[config.mk]
export PLATFORM = sky130hd
export DESIGN_NAME = color_share_moving_average_detect
export DESIGN_NICKNAME = d
export VERILOG_FILES = /design/src/csmad_pkg.sv /design/src/color_share_moving_average_detect.sv /design/src/csmad_div.sv /design/src/csmad_dp.sv /design/src/csmad_ctrl.sv
export SDC_FILE = /design/constraint.sdc
export NUM_CORES = 1
export LEC_CHECK = 0
export BUFFER_PORTS_ARGS = -buffer_cell sky130_fd_sc_hd__buf_2
export CORE_ASPECT_RATIO = 0.6
export CORE_MARGIN = 2
export CORE_UTILIZATION = 60
export DETAILED_ROUTE_END_ITERATION = 8
export GPL_TIMING_DRIVEN = 0
export PLACE_DENSITY = 0.75
export SETUP_SLACK_MARGIN = 0.02
export SYNTH_ARGS = -nofsm -noshare
export SYNTH_HDL_FRONTEND = slang
export SYNTH_SLANG_ARGS = --single-unit
export TNS_END_PERCENT = 10
[constraint.sdc]
create_clock -name i_clk -period 7.5 [get_ports i_clk]
set_input_delay 0.375 -clock i_clk [delete_from_list [all_inputs] [get_ports i_clk]]
set_output_delay 0.375 -clock i_clk [all_outputs]
set_load 0.1 [all_outputs]
[src/csmad_pkg.sv]
// Package for the color share moving average detector.
// Holds widths, the window length, word types, controller states and the
// command and status structs, and is used by all modules. No dependencies.
package csmad_pkg;

    localparam int WINDOW    = 8;
    localparam int COUNT_W   = 16;
    localparam int SHARE_W   = 17;
    localparam int WHOLE_W   = COUNT_W + 2;
    localparam int REM_W     = WHOLE_W + 1;
    localparam int LEVEL_W   = 17;
    localparam int TOTAL_W   = 20;
    localparam int SHARE_ONE = 65536;
    localparam int SLOT_W    = $clog2(WINDOW);
    localparam int SUM_W     = $clog2(SHARE_ONE * WINDOW + 1);
    localparam int THR_W     = LEVEL_W + $clog2(WINDOW + 1);
    localparam int CMP_W     = (THR_W > SUM_W) ? THR_W : SUM_W;
    localparam int DIV_STEPS = SHARE_W;
    localparam int STEP_W    = $clog2(DIV_STEPS);

    localparam logic [LEVEL_W-1:0] LEVEL_RESET = LEVEL_W'(32768);

    typedef struct packed {
        logic [COUNT_W-1:0] red_count;
        logic [COUNT_W-1:0] green_count;
        logic [COUNT_W-1:0] blue_count;
    } t_in_word;

    typedef struct packed {
        logic               red_ahead;
        logic               green_ahead;
        logic [TOTAL_W-1:0] red_window_total;
        logic [TOTAL_W-1:0] green_window_total;
    } t_out_word;

    typedef struct packed {
        logic [SHARE_W-1:0] red_share;
        logic [SHARE_W-1:0] green_share;
    } t_hist_word;

    typedef enum logic {
        COLOR_RED,
        COLOR_GREEN
    } t_color;

    typedef enum logic [2:0] {
        ST_IDLE,
        ST_START_RED,
        ST_WAIT_RED,
        ST_START_GREEN,
        ST_WAIT_GREEN,
        ST_SUM,
        ST_COMMIT
    } t_state;

    typedef struct packed {
        logic   load_in;
        logic   div_start;
        t_color div_sel;
        logic   sum_calc;
        logic   commit;
    } t_ctrl_cmd;

    typedef struct packed {
        logic div_done;
        logic out_free;
    } t_ctrl_stat;

endpackage

[src/color_share_moving_average_detect.sv]
// Top level of the color share moving average detector.
// Depends on csmad_pkg, csmad_ctrl and csmad_dp.
//
// Each input word holds raw red, green and blue counts; each one yields one output word
// with the eight-sample moving totals of the red and green Q1.16 shares and a flag per
// color set when the total exceeds the saturation level times the window length. Both
// shares are formed in turn by the shared one-bit-per-cycle divider (17 steps each);
// the next word is accepted the cycle after a result is registered, even if that
// result is still stalled at the output.
// Reset clears the totals; unwritten ring slots read as zero, with no clearing pass.
// The saturation level may be written at any time the block is idle.
module color_share_moving_average_detect (
    input  logic                          i_clk,
    input  logic                          i_rst_n,
    input  logic                          i_in_valid,
    output logic                          o_in_stall,
    input  csmad_pkg::t_in_word           i_in_word,
    output logic                          o_out_valid,
    input  logic                          i_out_stall,
    output csmad_pkg::t_out_word          o_out_word,
    input  logic                          i_cfg_valid,
    output logic                          o_cfg_ready,
    input  logic [csmad_pkg::LEVEL_W-1:0] i_cfg_data
);

    csmad_pkg::t_ctrl_cmd  cmd;
    csmad_pkg::t_ctrl_stat stat;

    assign o_cfg_ready = 1'b1;

    csmad_ctrl u_ctrl (
        .i_clk      (i_clk),
        .i_rst_n    (i_rst_n),
        .i_in_valid (i_in_valid),
        .o_in_stall (o_in_stall),
        .i_stat     (stat),
        .o_cmd      (cmd)
    );

    csmad_dp u_dp (
        .i_clk       (i_clk),
        .i_rst_n     (i_rst_n),
        .i_cmd       (cmd),
        .o_stat      (stat),
        .i_in_word   (i_in_word),
        .i_cfg_valid (i_cfg_valid & o_cfg_ready),
        .i_cfg_data  (i_cfg_data),
        .o_out_valid (o_out_valid),
        .i_out_stall (i_out_stall),
        .o_out_word  (o_out_word)
    );

endmodule

[src/csmad_div.sv]
// Iterative restoring divider for the Q1.16 color share, one quotient bit per cycle.
// Depends on csmad_pkg.
module csmad_div (
    input  logic                          i_clk,
    input  logic                          i_rst_n,
    input  logic                          i_start,
    input  logic [csmad_pkg::COUNT_W-1:0] i_part,
    input  logic [csmad_pkg::WHOLE_W-1:0] i_whole,
    output logic                          o_done,
    output logic [csmad_pkg::SHARE_W-1:0] o_quot
);

    logic                          r_busy;
    logic                          r_done;
    logic [csmad_pkg::STEP_W-1:0]  r_cnt;
    logic                          r_zero;
    logic [csmad_pkg::REM_W-1:0]   r_rem;
    logic [csmad_pkg::SHARE_W-1:0] r_quot;
    logic [csmad_pkg::REM_W-1:0]   trial;
    logic [csmad_pkg::REM_W:0]     diff;
    logic                          take;

    always_comb begin
        trial = (r_cnt == '0) ? r_rem : {r_rem[csmad_pkg::REM_W-2:0], 1'b0};
        diff  = {1'b0, trial} - (csmad_pkg::REM_W + 1)'(i_whole);
        take  = ~diff[csmad_pkg::REM_W];
    end

    always_ff @(posedge i_clk) begin
        if (!i_rst_n) begin
            r_busy <= 1'b0;
            r_done <= 1'b0;
            r_cnt  <= '0;
        end else begin
            r_done <= 1'b0;
            if (i_start) begin
                r_busy <= 1'b1;
                r_cnt  <= '0;
            end else if (r_busy) begin
                r_cnt <= r_cnt + 1'b1;
                if (r_cnt == csmad_pkg::STEP_W'(csmad_pkg::DIV_STEPS - 1)) begin
                    r_busy <= 1'b0;
                    r_done <= 1'b1;
                end
            end
        end
    end

    always_ff @(posedge i_clk) begin
        if (i_start) begin
            r_rem  <= csmad_pkg::REM_W'(i_part);
            r_quot <= '0;
            r_zero <= (i_whole == '0);
        end else if (r_busy) begin
            r_rem  <= take ? diff[csmad_pkg::REM_W-1:0] : trial;
            r_quot <= {r_quot[csmad_pkg::SHARE_W-2:0], take};
        end
    end

    assign o_done = r_done;
    assign o_quot = r_zero ? '0 : r_quot;

endmodule

[src/csmad_dp.sv]
// Datapath: input word register, shared divider, share ring memory, running
// totals, threshold compare and output word register. Depends on csmad_pkg and csmad_div.
module csmad_dp (
    input  logic                          i_clk,
    input  logic                          i_rst_n,
    input  csmad_pkg::t_ctrl_cmd          i_cmd,
    output csmad_pkg::t_ctrl_stat         o_stat,
    input  csmad_pkg::t_in_word           i_in_word,
    input  logic                          i_cfg_valid,
    input  logic [csmad_pkg::LEVEL_W-1:0] i_cfg_data,
    output logic                          o_out_valid,
    input  logic                          i_out_stall,
    output csmad_pkg::t_out_word          o_out_word
);

    csmad_pkg::t_hist_word         mem [csmad_pkg::WINDOW];
    csmad_pkg::t_hist_word         r_rd_data;
    csmad_pkg::t_in_word           r_in;
    logic [csmad_pkg::WHOLE_W-1:0] r_whole;
    logic [csmad_pkg::SHARE_W-1:0] r_red_share;
    logic [csmad_pkg::SHARE_W-1:0] r_green_share;
    logic [csmad_pkg::SUM_W-1:0]   r_red_sum;
    logic [csmad_pkg::SUM_W-1:0]   r_green_sum;
    logic [csmad_pkg::SUM_W-1:0]   r_red_next;
    logic [csmad_pkg::SUM_W-1:0]   r_green_next;
    logic [csmad_pkg::SLOT_W-1:0]  r_slot;
    logic                          r_wrapped;
    logic [csmad_pkg::LEVEL_W-1:0] r_level;
    logic                          r_out_valid;
    csmad_pkg::t_out_word          r_out;
    logic [csmad_pkg::COUNT_W-1:0] div_part;
    logic                          div_done;
    logic [csmad_pkg::SHARE_W-1:0] div_quot;
    logic [csmad_pkg::SHARE_W-1:0] old_red;
    logic [csmad_pkg::SHARE_W-1:0] old_green;
    logic [csmad_pkg::CMP_W-1:0]   threshold;
    logic                          out_free;

    assign div_part = (i_cmd.div_sel == csmad_pkg::COLOR_GREEN) ? r_in.green_count
                                                                 : r_in.red_count;

    csmad_div u_div (
        .i_clk   (i_clk),
        .i_rst_n (i_rst_n),
        .i_start (i_cmd.div_start),
        .i_part  (div_part),
        .i_whole (r_whole),
        .o_done  (div_done),
        .o_quot  (div_quot)
    );

    // Slots not yet written since reset read as zero shares.
    assign old_red   = r_wrapped ? r_rd_data.red_share : '0;
    assign old_green = r_wrapped ? r_rd_data.green_share : '0;
    assign threshold = csmad_pkg::CMP_W'(r_level) * csmad_pkg::CMP_W'(csmad_pkg::WINDOW);
    assign out_free  = ~r_out_valid | ~i_out_stall;

    always_ff @(posedge i_clk) begin
        r_rd_data <= mem[r_slot];
        if (i_cmd.commit) begin
            mem[r_slot] <= '{red_share: r_red_share, green_share: r_green_share};
        end
    end

    always_ff @(posedge i_clk) begin
        if (i_cmd.load_in) begin
            r_in    <= i_in_word;
            r_whole <= csmad_pkg::WHOLE_W'(i_in_word.red_count)
                     + csmad_pkg::WHOLE_W'(i_in_word.green_count)
                     + csmad_pkg::WHOLE_W'(i_in_word.blue_count);
        end
        if (div_done) begin
            if (i_cmd.div_sel == csmad_pkg::COLOR_GREEN) begin
                r_green_share <= div_quot;
            end else begin
                r_red_share <= div_quot;
            end
        end
        if (i_cmd.sum_calc) begin
            r_red_next   <= r_red_sum - csmad_pkg::SUM_W'(old_red)
                          + csmad_pkg::SUM_W'(r_red_share);
            r_green_next <= r_green_sum - csmad_pkg::SUM_W'(old_green)
                          + csmad_pkg::SUM_W'(r_green_share);
        end
        if (i_cmd.commit) begin
            r_out.red_ahead          <= csmad_pkg::CMP_W'(r_red_next) > threshold;
            r_out.green_ahead        <= csmad_pkg::CMP_W'(r_green_next) > threshold;
            r_out.red_window_total   <= csmad_pkg::TOTAL_W'(r_red_next);
            r_out.green_window_total <= csmad_pkg::TOTAL_W'(r_green_next);
        end
    end

    always_ff @(posedge i_clk) begin
        if (!i_rst_n) begin
            r_red_sum   <= '0;
            r_green_sum <= '0;
            r_slot      <= '0;
            r_wrapped   <= 1'b0;
            r_level     <= csmad_pkg::LEVEL_RESET;
            r_out_valid <= 1'b0;
        end else begin
            if (i_cfg_valid) begin
                r_level <= i_cfg_data;
            end
            if (i_cmd.commit) begin
                r_red_sum   <= r_red_next;
                r_green_sum <= r_green_next;
                r_out_valid <= 1'b1;
                if (r_slot == csmad_pkg::SLOT_W'(csmad_pkg::WINDOW - 1)) begin
                    r_slot    <= '0;
                    r_wrapped <= 1'b1;
                end else begin
                    r_slot <= r_slot + 1'b1;
                end
            end else if (!i_out_stall) begin
                r_out_valid <= 1'b0;
            end
        end
    end

    assign o_stat.div_done = div_done;
    assign o_stat.out_free = out_free;
    assign o_out_valid     = r_out_valid;
    assign o_out_word      = r_out;

endmodule

[src/csmad_ctrl.sv]
// Controller state machine that sequences one word through the datapath.
// Depends on csmad_pkg.
module csmad_ctrl (
    input  logic                  i_clk,
    input  logic                  i_rst_n,
    input  logic                  i_in_valid,
    output logic                  o_in_stall,
    input  csmad_pkg::t_ctrl_stat i_stat,
    output csmad_pkg::t_ctrl_cmd  o_cmd
);

    csmad_pkg::t_state r_state;
    csmad_pkg::t_state n_state;

    always_ff @(posedge i_clk) begin
        if (!i_rst_n) begin
            r_state <= csmad_pkg::ST_IDLE;
        end else begin
            r_state <= n_state;
        end
    end

    always_comb begin
        n_state         = r_state;
        o_cmd.load_in   = 1'b0;
        o_cmd.div_start = 1'b0;
        o_cmd.div_sel   = csmad_pkg::COLOR_RED;
        o_cmd.sum_calc  = 1'b0;
        o_cmd.commit    = 1'b0;
        o_in_stall      = 1'b1;
        unique case (r_state)
            csmad_pkg::ST_IDLE: begin
                o_in_stall = 1'b0;
                if (i_in_valid) begin
                    o_cmd.load_in = 1'b1;
                    n_state       = csmad_pkg::ST_START_RED;
                end
            end
            csmad_pkg::ST_START_RED: begin
                o_cmd.div_start = 1'b1;
                n_state         = csmad_pkg::ST_WAIT_RED;
            end
            csmad_pkg::ST_WAIT_RED: begin
                if (i_stat.div_done) begin
                    n_state = csmad_pkg::ST_START_GREEN;
                end
            end
            csmad_pkg::ST_START_GREEN: begin
                o_cmd.div_sel   = csmad_pkg::COLOR_GREEN;
                o_cmd.div_start = 1'b1;
                n_state         = csmad_pkg::ST_WAIT_GREEN;
            end
            csmad_pkg::ST_WAIT_GREEN: begin
                o_cmd.div_sel = csmad_pkg::COLOR_GREEN;
                if (i_stat.div_done) begin
                    n_state = csmad_pkg::ST_SUM;
                end
            end
            csmad_pkg::ST_SUM: begin
                o_cmd.sum_calc = 1'b1;
                n_state        = csmad_pkg::ST_COMMIT;
            end
            csmad_pkg::ST_COMMIT: begin
                if (i_stat.out_free) begin
                    o_cmd.commit = 1'b1;
                    n_state      = csmad_pkg::ST_IDLE;
                end
            end
            default: begin
                n_state = csmad_pkg::ST_IDLE;
            end
        endcase
    end

endmodule

==> run metrics <==
initial DRC count=between 2,000 and 2,500; GRT met3 Usage=~8.9%; H-tree depth=2; skew final=between 30 and 40 ps; Seq/Total Area, Yosys=a little over 60%; Chip Height=between 150 and 200 um; Vias/cell=6.154; Worst slew margin=12.69%; Final min period=5032 ps; hold path cells=1; Worst EP required=approximately 8000 ps; syn nets=roughly 2,300; RR Endpoint=u_dp.u_div.r_rem[18]$_SDFFE_PN0P_; Min Hold Slack=about 25 ps; total CTS buffers=52; CTS tree=yes; most common cell in the netlist=edfxtp_1; total track usage=between 30% and 40%; async set-reset flop share out of synthesis=0%; post-synthesis cell area=about 0.027 mm^2; DRC=4; Slew Viols, Final=0; Synth-to-Final Area Change=13.86%; I/O Buffers=about 110; DR WL/cell=24.36 um; R2R Setup Slk=2470 ps; Reg area=roughly 0.016 mm^2; number of global-route vias before repair=17,365; Max Fanout on Critical Path=10; met2 GRT Util=43.53%; ANT nets after route=0; post-synth top area cell=edfxtp_1; FF-to-FF Start=u_dp.u_div.r_cnt[0]$_SDFFE_PP0P_; commonest cells in the netlist=edfxtp_1, inv_1, a22oi_1, ha_1, nand2_1; first-pass GRT wire length=approximately 110,000 um; Clock Tree Root=clkbuf_16; largest net degree at the start of global routing=36; hold worst-path end=u_dp.r_in[17]$_DFFE_PP_; die span in x=between 200 and 300 um; DRT Pass-1 Iters=8; Peak Freq=198.7 MHz; WS Path Type=reg -> reg; EDFF count, synth=roughly 460; Unique masters post-synth=73; TritonCTS Sinks=roughly 580; worst path arrival time=approximately 5500 ps; Rows=59; flops & latches, synth=around 580; CP startpoint kind=register; Global Route met1 Usage=between 40 and 50%; Worst-Skew Late Latency=about 600 ps; share of cells above drive strength 1=between 10 and 15%; Starting Density=between 60% and 70%; Fin Setup TNS=0 ps; die area=~0.046 mm^2; diode count=0; core area=roughly 0.044 mm^2; grt total ovfl=0; Clock Pin Slew Worst Setup and Hold Paths=about 70 ps; Reg2Reg Depth=14; clk buf depth=3; maximum vdd drop=174.8 uV; status=complete, but fails checks; grt peak-use layer=met1; Synth area leaders=edfxtp_1, dfxtp_1, ha_1; placer congestion estimate=between 0.9 and 1; RSZ-0062 raised after global routing=no; cells after synthesis=2,090; number of fill cells=2,999; Static Leak=11.40 nW; failing checks=DRC; Slew @ Worst Pin=~1300 ps; Hold Path Origin=i_in_word[17]; Cell Pwr Density=roughly 260 mW/mm^2; Avg Cell Area, Syn=about 13 um^2; worst hold path class=in -> reg; Final setup viols=0; top_reg_cell synth=edfxtp_1; routed vias=between 15,000 and 20,000; Fin. Hold Viols=0; CP Capture Type=register; fin crit share=about 67%; Max Cap Violations=0; IO Pins=around 120; WL final=~71,000 um; Multi-input gate area=0.009350 mm^2; synth warn=0; nets@finish=around 2,500; Overall Power=between 7 and 8 mW; dpl hpwl=between 50,000 and 60,000 um; post-CTS setup buffers=0; top-area cell type share of the netlist area=between 50% and 60%; initial antenna violation count=2
-- logic make-up (layout without fill, tap and decap cells) --
group                      after synthesis  in the layout  synth area share, %
AOI/OAI and AO/OA                      453            453                12.15
DFF                                    581            581                60.87
xor gates and xnor gates                79             79                2.602
buffers and inverters                  283            539                4.080
and+or+nand+nor                        455            455                8.616
muxes                                   71             71                2.767
adders and majority gates              167            167                8.903
other                                    1              1              0.01410
-- worst max-delay path, stage by stage (launching register included) --
cell	delay, ps
dfxtp_1	350
inv_1	80
ha_1	160
nor4b_1	200
buf_2	350
buf_1	630
mux2_2	450
fa_1	470
a211oi_1	450
o211ai_1	270
a2111oi_2	460
nor2_1	170
o41ai_1	540
o31ai_1	130
a31o_1	200
-- cells in the final DEF (no fill, tap or decap), types with 56 or more instances in the layout --
| cell type | instances |
|---|---|
| a21oi_1 | 79 |
| a22oi_1 | 138 |
| buf_2 | 114 |
| clkbuf_1 | 75 |
| clkbuf_16 | 56 |
| dfxtp_1 | 126 |
| edfxtp_1 | 455 |
| ha_1 | 130 |
| inv_1 | 207 |
| nand2_1 | 127 |
| nor2_1 | 85 |
| xnor2_1 | 58 |
-- per-layer routing --
| metal | up-vias | share of wire [%] | wire length [um] |
|---|---|---|---|
| li1 | 8080 | - | - |
| met1 | 8814 | 44 | 31570 |
| met2 | 1016 | 42 | 29670 |
| met3 | 91 | 13 | 9038 |
| met4 | 0 | 1.4 | 981 |
| met5 | - | 0 | 0 |
-- area by class of cell --
cell class / count / area share [%]
flip-flops and latches: 581 / 53.46
multi-input cells: 1226 / 30.88
clock buffers: 78 / 5.166
repair buffers: 159 / 3.790
inverters: 209 / 2.591
well taps: 579 / 2.393
plain buffers: 74 / 0.9960
clock inverters: 19 / 0.7191
-- what timing repair did --
item                      4_1_cts  5_1_grt
hold buffers                   32        0
resized for setup               0        0
hold endpoints to repair       32        0
-- flip-flops by register name (all words and copies together) (netlist names), 3 cells and up --
| register | count |
|---|---|
| u_dp.mem | 272 |
| u_dp.o_out_word | 42 |
| u_dp.r_rd_data | 34 |
| u_dp.r_in | 32 |
| u_dp.r_green_next | 20 |
| u_dp.r_green_sum | 20 |
| u_dp.r_red_next | 20 |
| u_dp.r_red_sum | 20 |
| u_dp.u_div.r_rem | 19 |
| u_dp.r_whole | 18 |
| u_dp.r_green_share | 17 |
| u_dp.r_level | 17 |
| u_dp.r_red_share | 17 |
| u_dp.u_div.r_quot | 17 |
| u_dp.u_div.r_cnt | 5 |
| u_ctrl.r_state | 3 |
| u_dp.r_slot | 3 |
-- report_power, final --
group / internal [mW] / leakage, nW / switching [mW]
sequential: 3.58 / 5.02 / 0.0554
combinational: 0.595 / 5.50 / 0.824
clock: 1.59 / 0.882 / 1.20
-- worst max path at each step --
stage | from | end | slack (ps) | depth (start not counted)
6_report | u_dp.u_div.r_cnt[0]$_SDFFE_PP0P_ | u_dp.u_div.r_rem[18]$_SDFFE_PN0P_ | 2470 | 14
3_3_place_gp | u_ctrl.r_state[1]$_SDFFE_PN0P_ | u_dp.mem[5][14]$_DFFE_PP_ | 1040 | 5
2_1_floorplan | u_dp.o_out_valid$_SDFFE_PN0P_ | u_dp.mem[5][0]$_DFFE_PP_ | 3250 | 4
5_1_grt | u_dp.u_div.r_cnt[0]$_SDFFE_PP0P_ | u_dp.u_div.r_rem[18]$_SDFFE_PN0P_ | 2180 | 14
3_5_place_dp | u_dp.u_div.r_cnt[0]$_SDFFE_PP0P_ | u_dp.u_div.r_rem[18]$_SDFFE_PN0P_ | 2600 | 14
4_1_cts | u_dp.u_div.r_cnt[0]$_SDFFE_PP0P_ | u_dp.u_div.r_rem[18]$_SDFFE_PN0P_ | 2550 | 14
-- metrics by stage --
step / instance area, um^2 / std cells / worst slack [ps] / utilization [%]
2_1_floorplan: 26590 / 2090 / 3254 / -
3_3_place_gp: 27870 / 2780 / 1037 / 63.99
3_5_place_dp: 28170 / 2795 / 2603 / 64.67
4_1_cts: 30270 / 2924 / 2553 / 69.49
5_1_grt: 30280 / 2925 / 2178 / 69.51
6_report: 30280 / 2925 / 2468 / 69.51
(Power assumes the default switching activity.)
